`config.mk`:
```
export PLATFORM = sky130hd
export DESIGN_NAME = lpht_ctrl
export DESIGN_NICKNAME = d
export VERILOG_FILES = /design/src/sv/lpht_pkg.sv /design/src/sv/lpht_ctrl.sv
export SDC_FILE = /design/constraint.sdc
export NUM_CORES = 1
export LEC_CHECK = 0
export BUFFER_PORTS_ARGS = -buffer_cell sky130_fd_sc_hd__buf_4
export CORE_AREA = 2 2 40 42
export CTS_CLUSTER_DIAMETER = 150
export CTS_CLUSTER_SIZE = 28
export DETAILED_ROUTE_END_ITERATION = 16
export DIE_AREA = 0 0 42 44
export PLACE_DENSITY = 0.71
export SETUP_SLACK_MARGIN = 0.4
export SYNTH_ARGS = -nofsm -noshare
export SYNTH_HDL_FRONTEND = slang
export SYNTH_SLANG_ARGS = --single-unit
```
`constraint.sdc`:
```
create_clock -name clk -period 1.25 [get_ports clk]
set_input_delay 0.25 -clock clk [delete_from_list [all_inputs] [get_ports clk]]
set_output_delay 0.25 -clock clk [all_outputs]
set_load 0.01 [all_outputs]
```
`src/sv/lpht_pkg.sv`:
```
// Shared constants, payload structs and controller/datapath bundles for the
// linear-probe hash table. No dependencies.

package lpht_pkg;

    localparam int TABLE_DEPTH = 256;
    localparam int KEY_BYTES   = 8;
    localparam int HANDLE_BITS = 16;

    localparam int KEY_W      = 64;
    localparam int OUT_HDL_W  = 16;
    localparam int HANDLE_W   = (HANDLE_BITS < OUT_HDL_W) ? HANDLE_BITS : OUT_HDL_W;
    localparam int IDX_W      = (TABLE_DEPTH > 1) ? $clog2(TABLE_DEPTH) : 1;
    localparam int SIZE_W     = $clog2(TABLE_DEPTH + 1);
    localparam int CFG_W      = 9;
    localparam int HASH_STEPS = 8;
    localparam int DIV_STEPS  = KEY_W;
    localparam int STEP_W     = $clog2(DIV_STEPS);
    localparam int HASH_SHIFT = 5;

    localparam logic [KEY_W-1:0] HASH_SEED = KEY_W'(5381);
    localparam logic [CFG_W-1:0] CFG_RESET = CFG_W'(256);

    localparam logic [1:0] ST_OK      = 2'd0;
    localparam logic [1:0] ST_FULL    = 2'd1;
    localparam logic [1:0] ST_MISSING = 2'd2;

    localparam logic KIND_PUT = 1'b0;
    localparam logic KIND_GET = 1'b1;

    typedef struct packed {
        logic                  kind;
        logic [KEY_W-1:0]      key_text;
        logic [OUT_HDL_W-1:0]  entry_handle;
    } req_item_t;

    typedef struct packed {
        logic [1:0]            status;
        logic [OUT_HDL_W-1:0]  found_handle;
    } rsp_item_t;

    typedef struct packed {
        logic       load;
        logic       hash_step;
        logic       div_init;
        logic       div_step;
        logic       probe_init;
        logic       probe_adv;
        logic       write_slot;
        logic       read_slot;
        logic       out_load;
        logic       cfg_we;
        logic [1:0] res_status;
    } dp_cmd_t;

    typedef struct packed {
        logic kind;
        logic hash_last;
        logic div_last;
        logic count_full;
        logic slot_used;
        logic key_match;
        logic probe_last;
    } dp_stat_t;

    // Keep the bytes before the first zero byte, within KEY_BYTES.
    function automatic logic [KEY_W-1:0] canon_key(input logic [KEY_W-1:0] raw);
        logic [KEY_W-1:0] res;
        logic             live;
        res  = '0;
        live = 1'b1;
        for (int i = 0; i < KEY_W / 8; i++)
        begin
            if (i >= KEY_BYTES || raw[8*i +: 8] == 8'h00)
            begin
                live = 1'b0;
            end
            if (live)
            begin
                res[8*i +: 8] = raw[8*i +: 8];
            end
        end
        return res;
    endfunction

endpackage

```
`src/sv/lpht_ctrl.sv`:
```
// Controller: sequences hash, modulo and probing for one operation and owns
// the handshakes. Depends on lpht_pkg.

module lpht_ctrl (
    input  logic               clk,
    input  logic               rst_n,
    input  logic               req_valid,
    output logic               req_stall,
    output logic               rsp_valid,
    input  logic               rsp_stall,
    input  logic               cfg_valid,
    output logic               cfg_ready,
    output lpht_pkg::dp_cmd_t  cmd,
    input  lpht_pkg::dp_stat_t stat
);

    typedef enum logic [2:0] {
        S_IDLE,
        S_HASH,
        S_DIV,
        S_SETUP,
        S_INS,
        S_LOOK_RD,
        S_LOOK_CHK,
        S_FINISH
    } state_t;

    state_t     state_reg, state_next;
    logic       out_valid_reg, out_valid_next;
    logic [1:0] res_reg, res_next;
    logic       out_free;

    assign out_free  = !out_valid_reg || !rsp_stall;
    assign req_stall = (state_reg != S_IDLE);
    assign cfg_ready = (state_reg == S_IDLE);
    assign rsp_valid = out_valid_reg;

    always_comb
    begin
        state_next     = state_reg;
        res_next       = res_reg;
        cmd            = '0;
        cmd.res_status = res_reg;
        cmd.cfg_we     = cfg_valid && cfg_ready;
        unique case (state_reg)
            S_IDLE:
            begin
                if (req_valid)
                begin
                    cmd.load   = 1'b1;
                    state_next = S_HASH;
                end
            end
            S_HASH:
            begin
                cmd.hash_step = 1'b1;
                if (stat.hash_last)
                begin
                    cmd.div_init = 1'b1;
                    state_next   = S_DIV;
                end
            end
            S_DIV:
            begin
                cmd.div_step = 1'b1;
                if (stat.div_last)
                begin
                    state_next = S_SETUP;
                end
            end
            S_SETUP:
            begin
                cmd.probe_init = 1'b1;
                if (stat.kind == lpht_pkg::KIND_GET)
                begin
                    state_next = S_LOOK_RD;
                end
                else if (stat.count_full)
                begin
                    res_next   = lpht_pkg::ST_FULL;
                    state_next = S_FINISH;
                end
                else
                begin
                    state_next = S_INS;
                end
            end
            S_INS:
            begin
                if (!stat.slot_used)
                begin
                    cmd.write_slot = 1'b1;
                    res_next       = lpht_pkg::ST_OK;
                    state_next     = S_FINISH;
                end
                else if (stat.probe_last)
                begin
                    res_next   = lpht_pkg::ST_FULL;
                    state_next = S_FINISH;
                end
                else
                begin
                    cmd.probe_adv = 1'b1;
                end
            end
            S_LOOK_RD:
            begin
                cmd.read_slot = 1'b1;
                state_next    = S_LOOK_CHK;
            end
            S_LOOK_CHK:
            begin
                if (stat.key_match)
                begin
                    res_next   = lpht_pkg::ST_OK;
                    state_next = S_FINISH;
                end
                else if (stat.probe_last)
                begin
                    res_next   = lpht_pkg::ST_MISSING;
                    state_next = S_FINISH;
                end
                else
                begin
                    cmd.probe_adv = 1'b1;
                    state_next    = S_LOOK_RD;
                end
            end
            S_FINISH:
            begin
                if (out_free)
                begin
                    cmd.out_load = 1'b1;
                    state_next   = S_IDLE;
                end
            end
            default:
            begin
                state_next = S_IDLE;
            end
        endcase
    end

    always_comb
    begin
        out_valid_next = out_valid_reg;
        if (cmd.out_load)
        begin
            out_valid_next = 1'b1;
        end
        else if (out_valid_reg && !rsp_stall)
        begin
            out_valid_next = 1'b0;
        end
    end

    always_ff @(posedge clk or negedge rst_n)
    begin
        if (!rst_n)
        begin
            state_reg     <= S_IDLE;
            out_valid_reg <= 1'b0;
            res_reg       <= lpht_pkg::ST_OK;
        end
        else
        begin
            state_reg     <= state_next;
            out_valid_reg <= out_valid_next;
            res_reg       <= res_next;
        end
    end

endmodule

```
* Word level (Yosys, flattened, before mapping)
Index checks and enable logic that the tools add are counted.
Storage, ports and cells: bits in registers 6, latch bits 0, bits in writable memories 0, ROM bits 0, input port bits 12, output and inout port bits 15, logic and storage cells 64, memories 0
Operators by class: add/sub/neg operators 0, multiply operators 0, div/mod/pow operators 0, magnitude comparators 0, equality and inequality tests 15, shift-type cells 0, muxes and demuxes 35, bitwise logic cells 0, reduce and logical (&&, ||, !) cells 11
Operators by type and width (number):
- 3-bit two-way mux | 8
- 3-bit one-hot mux with 8 select lines | 1
- 2-bit two-way mux | 9
- 1-bit two-way mux | 15
- 3-bit equality test (second input constant) | 4
- 2-bit != test (second input constant) | 6
- 5-bit AND reduction | 2
- 3-bit by 2-bit equality test with 1-bit output (second input constant) | 2
- 3-bit != test (second input constant) | 2
- 2-bit one-hot mux with 3 select lines | 1
- 3-bit nonzero test | 2
- 3-bit by 1-bit equality test with 1-bit output (second input constant) | 1
- 3-bit zero test | 1
- 1-bit logical AND | 2
- 1-bit zero test | 2
- 1-bit one-hot mux with 2 select lines | 1
- 2-bit nonzero test | 1
- 1-bit logical OR | 1

* Longest topological paths before layout
Gate-level depths: netlist (run 1).
depth in word-level cells 5, depth in mapped cells 5, gate-level depth less buffers 3

* Worst setup path after synthesis (run 1)
Ideal clock, no wire load.
path kind flip-flop to output port, start point register state_reg[2], end point output cmd[9] (netlist name), data arrival time 1.199 ns, path slack -0.199 ns, cell stages (with the launch flop) 4, path buffers 1, cell sequence dfrtp_1 -> buf_2 -> nor3b_1 -> and2_1
RTL lines:
- start: declaration | line lpht_ctrl.sv:28 | state_t state_reg, state_next;
- start signal: assignment | line lpht_ctrl.sv:167 | state_reg <= state_next;
- end: declaration | line lpht_ctrl.sv:13 | output lpht_pkg::dp_cmd_t cmd,

==> results.md, run 1 <==
- Outcome: finished, violations left
- Failing checks: negative setup slack
- Pin count of the biggest net entering global routing: 8
- Hold Worst Slack: 0.289 ns
- Number of routed nets with antenna violations: 0
- Pwr/cell area: 2450 nW/um2
- Post-synth EDFFs: 0
- Insertion delay to the later sink of the worst-skew pair: 0.24 ns
- Synth Register Bits: 6
- WS Path Type: reg2out
- Tcrit/Tclk final: 1.22
- Final Net Count: 131
- Ant diodes: 0
- Total gr overflow: 0
- Yosys top cell area share: 0.300
- Worst R2R Start: state_reg[2]
- Combinational fraction of design power: 0.792
- Post-synthesis cell area: 500 um2
- Initial drt markers: 9
- Layout cells sized above 1: 0.735
- H-tree levels: 1
- Slew headroom: 0.823
- Placed cells: 109
- # IOs: 27
- Max-cap violation count: 0
- Final setup violation count: 17
- Final-layout fill cell count: 82
- Clk_skew: 0.000488 ns
- Inserted Clock Buffers: 3
- DR vias/cell: 5.30
- Root buf cell: clkbuf_4
- Final instance area: 1160 um2
- Post-DR wirelength/cell: 15.1 um
- IR drop worst, VDD: 1.50 mV
- Switch share: 0.406
- CP Data Arrival Time: 1.28 ns
- FMAX: 653 MHz
- Clock Power Share: 0.059
- CTS tree: yes
- Post-DP HPWL: 1.09 mm
- Drt first pass iters: 4
- Post-synthesis cell type count: 29
- Pins over their slew limit: 0
- Hold wc startpoint: rsp_stall
- Die extent in x: 42 um
- Leading area contributor after synthesis: dfrtp_1
- Cell Count, Final, Fillers Out: 133
- Top_reg_cell synth: dfrtp_1
- Vias: 705
- Vias in the first global route: 657
- Top post-synthesis cells by count: 7 x a21oi_1, 6 x dfrtp_1, 5 x nor3_1
- Register area share after synthesis: 0.300
- CP Max Fanout: 5
- Setup ws final: -0.280 ns
- First-pass GRT wire length: 2.92 mm
- R2r setup slk: -0.15 ns
- Avg Cell Area, Syn: 8.20 um2
- Slew of the pin with the lowest slew margin: 0.266 ns
- Hold path endpoint: rsp_valid
- Routability cong.: 0.758
- FP Rows: 14
- Crit path launch: state_reg[1]
- WHS Path Cells: 3
- Reg2Reg Depth: 5
- Mapped Cells: 61
- Sequential Power Share: 0.148
- Syn Nets: 73
- DRC: 0
- Initial Util: 0.353
- CTS max path bufs: 2
- Reg clk slew, reported paths: 0.04 ns
- Placed cell area: 806 um2
- TNS Setup: -3.03 ns
- P_leak: 0.528 nW
- Die Ht: 44 um
- PortBufs: 26
- Count leader, synth: a21oi_1
- Tmin final: 1.53 ns
- Routed wire length: 2.01 mm
- Max reg flops: 3
- Finished Core Util: 0.818
- Crit path required time: 1.00 ns
- Die area: 1850 um2
- Area Overhead vs Synth: 132%
- Critical Path Sink Type: output pin
- Pint: 0.00169 W
- Synth warnings: 0
- Async S/R FF share, synth: 1.00
- Initial antenna violation count: 0
- Core area: 1420 um2
- Top post-synthesis cells by area: dfrtp_1 30%, a21oi_1 7.0%, and2_1 5.0%, nand2b_1 5.0%, nor3_1 5.0%
- Total track usage: 0.212
- CP startpoint kind: flop
- RSZ-0062 raised after global routing: yes
- Num Clock Sinks: 6
- Final Hold Fails: 0
- Psw: 0.00115 W
- Reg2reg end: res_reg[0]
- Worst hold path class: in2reg
worst max-delay path, stage by stage (launching register included):
cell	delay [ns]
dfrtp_1	0.41
buf_6	0.16
nor3_4	0.21
and2_4	0.17
buf_6	0.09
cell type report:
cell class / instances / area [um2] / share of cell area
well taps: 16 / 20.0 / 0.0172
multi-input cells: 47 / 440 / 0.379
flip-flops and latches: 6 / 153 / 0.131
clock buffers: 3 / 22.5 / 0.0194
inverters: 3 / 16.3 / 0.0140
repair buffers: 58 / 509 / 0.439
metrics by stage:
step / setup slack, ns / power [W]
2_1_floorplan: -0.00879 / 0.00125
3_5_place_dp: -0.116 / 0.00171
5_1_grt: -0.332 / 0.00302
3_3_place_gp: -0.0966 / 0.00169
6_report: -0.280 / 0.00284
4_1_cts: -0.263 / 0.00251
how the worst max path moves through the flow:
| stage | cells after the start | slack, ns | endpoint |
|---|---|---|---|
| 2_1_floorplan | 3 | -0.009 | cmd[11] |
| 3_3_place_gp | 4 | -0.1 | cmd[9] |
| 3_5_place_dp | 4 | -0.12 | cmd[9] |
| 4_1_cts | 4 | -0.26 | cmd[9] |
| 5_1_grt | 4 | -0.33 | cmd[11] |
| 6_report | 4 | -0.28 | cmd[11] |
layout by cell type, fill, tap and decap left out:
cell type | Yosys | layout
o31a_1 | 1 | 1
a31oi_4 | 0 | 1
a21oi_2 | 0 | 4
and2b_1 | 1 | 1
and2_4 | 0 | 2
clkbuf_4 | 0 | 3
inv_1 | 2 | 2
o21ai_1 | 0 | 1
a211oi_2 | 0 | 1
a311oi_4 | 0 | 1
or3_1 | 1 | 1
o311a_1 | 1 | 1
nor3_4 | 0 | 1
nand2b_4 | 0 | 2
nand3_1 | 1 | 1
buf_6 | 1 | 19
dlygate4sd3_1 | 0 | 1
nor3b_4 | 0 | 1
a21boi_2 | 0 | 1
nand2_1 | 3 | 3
and2_1 | 4 | 2
dfrtp_2 | 0 | 2
a2111oi_4 | 0 | 1
a221oi_2 | 0 | 1
buf_4 | 1 | 38
nand2b_1 | 4 | 2
nor3_1 | 5 | 2
o22ai_1 | 2 | 2
nor2b_1 | 1 | 1
nor2_1 | 3 | 3
inv_6 | 0 | 1
and4bb_2 | 0 | 1
a21oi_1 | 7 | 3
nor3_2 | 2 | 4
nor3b_2 | 0 | 2
dfrtp_1 | 6 | 4
timing repair:
item / 4_1_cts / 5_1_grt
setup buffers: 14 / 5
endpoints found under the hold margin: 6 / 0
hold buffers: 1 / 0
cloned: 1 / 0
endpoints found under the setup margin: 21 / 21
gates resized for setup: 32 / 11
pin swaps: 10 / 10
cell families (layout without fill, tap and decap cells):
group / after synthesis / after routing / share of synthesized area
AND/OR/NAND/NOR: 29 / 29 / 0.355
buffers and inverters: 8 / 64 / 0.0950
flip-flops: 6 / 6 / 0.300
AO/OA/AOI/OAI: 18 / 18 / 0.250
per-layer routing:
metal  GRT usage  routed length [um]  vias up
met5           0                   0        -
met4       0.123                  31        0
met2       0.359                1100       25
met3     0.00417                  91        2
li1            -                   -      336
met1       0.274                 787      342
power groups by stage:
stage | logic [W] | clock network, W | registers, W
after global placement | 0.00125 | 0 | 0.000436
final | 0.00225 | 0.000168 | 0.000422
after detailed placement | 0.00127 | 0 | 0.000443
after global routing | 0.00240 | 0.000184 | 0.000438
after CTS | 0.00191 | 0.000181 | 0.000421
after floorplan | 0.000871 | 0 | 0.000382
Power figures use the tool's default switching activity.
==> inputs of run 2 (changes only) <==
--- a/config.mk
+++ b/config.mk
@@ -6,12 +6,14 @@
 export NUM_CORES = 1
 export LEC_CHECK = 0
 export BUFFER_PORTS_ARGS = -buffer_cell sky130_fd_sc_hd__buf_4
-export CORE_AREA = 2 2 40 42
+export CORE_AREA = 2 2 39 41
+export CTS_BUF_LIST = sky130_fd_sc_hd__clkbuf_8
 export CTS_CLUSTER_DIAMETER = 150
 export CTS_CLUSTER_SIZE = 28
 export DETAILED_ROUTE_END_ITERATION = 16
-export DIE_AREA = 0 0 42 44
-export PLACE_DENSITY = 0.71
+export DIE_AREA = 0 0 41 43
+export PLACE_DENSITY = 0.74
+export REMOVE_ABC_BUFFERS = 1
 export SETUP_SLACK_MARGIN = 0.4
 export SYNTH_ARGS = -nofsm -noshare
 export SYNTH_HDL_FRONTEND = slang
==> run 2 against run 1 <==
Effect of this change:
- the run still ends with negative setup slack left
- power increased by 5.1%
- cell count decreased by 1.5%
- highest routed layer unchanged
- count of clock-buffer cells in the layout unchanged
- critical endpoint is now cmd[2]
- clock power increased by 83%
- largest power group unchanged
- sequential power increased by 1%
==> results.md, run 2 (synthesis gave the netlist of run 1 again) <==
- Outcome: finished, violations left
- Failing checks: negative setup slack
- Root buf cell: clkbuf_8
- Post-DR wirelength/cell: 17.9 um
- Vias in the first global route: 709
- Psw: 0.00119 W
- Final instance area: 1150 um2
- Cell chain of the critical path: buf_12 -> nor3_4 -> and2_4 -> buf_6
- Switch share: 0.399
- PortBufs: 26
- Met2 usage: 0.422
- Number of routed nets with antenna violations: 0
- Placed cell area: 777 um2
- CP delay by family, top: flip-flops
- Initial Util: 0.362
- CTS tree: yes
- Pin count of the biggest net entering global routing: 9
- Setup ws final: -0.278 ns
- FP Rows: 14
- Core area: 1380 um2
- Total track usage: 0.270
- Final Hold Fails: 0
- Hold wc startpoint: rsp_stall
- Routed wire length: 2.34 mm
- Pwr/cell area: 2610 nW/um2
- Ant diodes: 0
- Max reg flops: 3
- RSZ-0062 raised after global routing: yes
- Max-cap violation count: 0
- Total gr overflow: 0
- Crit path required time: 1.00 ns
- P_leak: 0.531 nW
- Insertion delay to the later sink of the worst-skew pair: 0.23 ns
- Combinational fraction of design power: 0.754
- CP Data Arrival Time: 1.28 ns
- Initial drt markers: 18
- GR Util met3: 0.0838
- Tmin final: 1.53 ns
- Critical Path Sink Type: output pin
- Num Clock Sinks: 6
- Vias: 711
- Routability cong.: 0.832
- Layout cells sized above 1: 0.696
- Area Overhead vs Synth: 129%
- Met1 usage: 0.355
- CP Max Fanout: 5
- Finished Core Util: 0.828
- TNS Setup: -3.58 ns
- Clock Power Share: 0.103
- Initial antenna violation count: 0
- IR drop worst, VDD: 1.53 mV
- Crit path launch: state_reg[1]
- GRT busiest layer: met2
- CP peak stage delay: 0.44 ns
- H-tree levels: 1
- Reg clk slew, reported paths: 0.04 ns
- Tcrit/Tclk final: 1.22
- Final setup violation count: 17
- CP startpoint kind: flop
- Pins over their slew limit: 0
- Sequential Power Share: 0.143
- Slew headroom: 0.738
- DRC: 0
- Slew of the pin with the lowest slew margin: 0.390 ns
- WS Path Type: reg2out
- Final Net Count: 129
- Most frequent cells in the layout: 37 x buf_4, 16 x buf_6, 6 x a21oi_1
- Inserted Clock Buffers: 3
- Clk_skew: 0.00915 ns
- # IOs: 27
- Slowest CP cell: dfrtp_2
- FMAX: 654 MHz
- First-pass GRT wire length: 3.15 mm
- Worst hold path class: in2reg
- Pint: 0.00180 W
- Worst R2R Start: state_reg[1]
- WP buf/inv: 2
- Die extent in x: 41 um
- DR vias/cell: 5.43
- CTS max path bufs: 2
- Drt first pass iters: 4
- Most common cell after layout, fill and taps aside: buf_4
- Post-DP HPWL: 1.16 mm
- Die Ht: 43 um
- Die area: 1760 um2
## run 2: timing repair
action,4_1_cts,5_1_grt
hold endpoints to repair,6,0
resized for setup,35,8
cloned,1,0
pin swaps,13,8
buffers inserted,15,2
setup endpoints to repair,21,21
hold buffers,1,0
## run 2: through the flow
stage               power [W]  hold slack (ns)  setup WS (ns)  instances
floorplan            0.000982          -0.0456         -0.217         56
global placement      0.00162           0.0595        -0.0646        109
detailed placement    0.00166           0.0615         -0.110        109
CTS                   0.00272            0.282         -0.281        129
global route          0.00311            0.289         -0.318        131
finish                0.00299            0.280         -0.278        131
## run 2: worst paths after layout
| path | endpoint | cells past startpoint | slack [ns] |
|---|---|---|---|
| setup / recovery | cmd[2] | 4 | -0.28 |
| hold / removal | rsp_valid | 3 | 0.28 |
| setup reg to reg | res_reg[0] | 5 | -0.24 |
| hold reg to reg | rsp_valid | 2 | 0.58 |
| max in group asynchronous | state_reg[2] | 2 | 0.71 |
| min in group asynchronous | res_reg[1] | 2 | 0.40 |
## run 2: area by class of cell
class                   count  area (um2)
fillers                    77         238
multi-input cells          47         402
clock buffers               3        41.3
inverters                   3        13.8
flip-flops and latches      6         154
well taps                  16        20.0
repair buffers             56         515
## run 2: tightest hold or removal path, stage by stage
cell and delay, ns:
buf_4 0.09, nand2_1 0.07, nand2_1 0.06
## run 2: power groups by stage
stage / Combinational [W] / Sequential (W) / Clock (W)
6_report: 0.00226 / 0.000428 / 0.000307
5_1_grt: 0.00236 / 0.000434 / 0.000322
4_1_cts: 0.00198 / 0.000439 / 0.000307
3_5_place_dp: 0.00122 / 0.000431 / 0
3_3_place_gp: 0.00120 / 0.000426 / 0
2_1_floorplan: 0.000495 / 0.000488 / 0
## run 2: layer usage
| metal | vias up | share of wire |
|---|---|---|
| met3 | 4 | 0.053 |
| met4 | 0 | 0.010 |
| met2 | 27 | 0.50 |
| met5 | - | 0 |
| li1 | 332 | - |
| met1 | 348 | 0.44 |
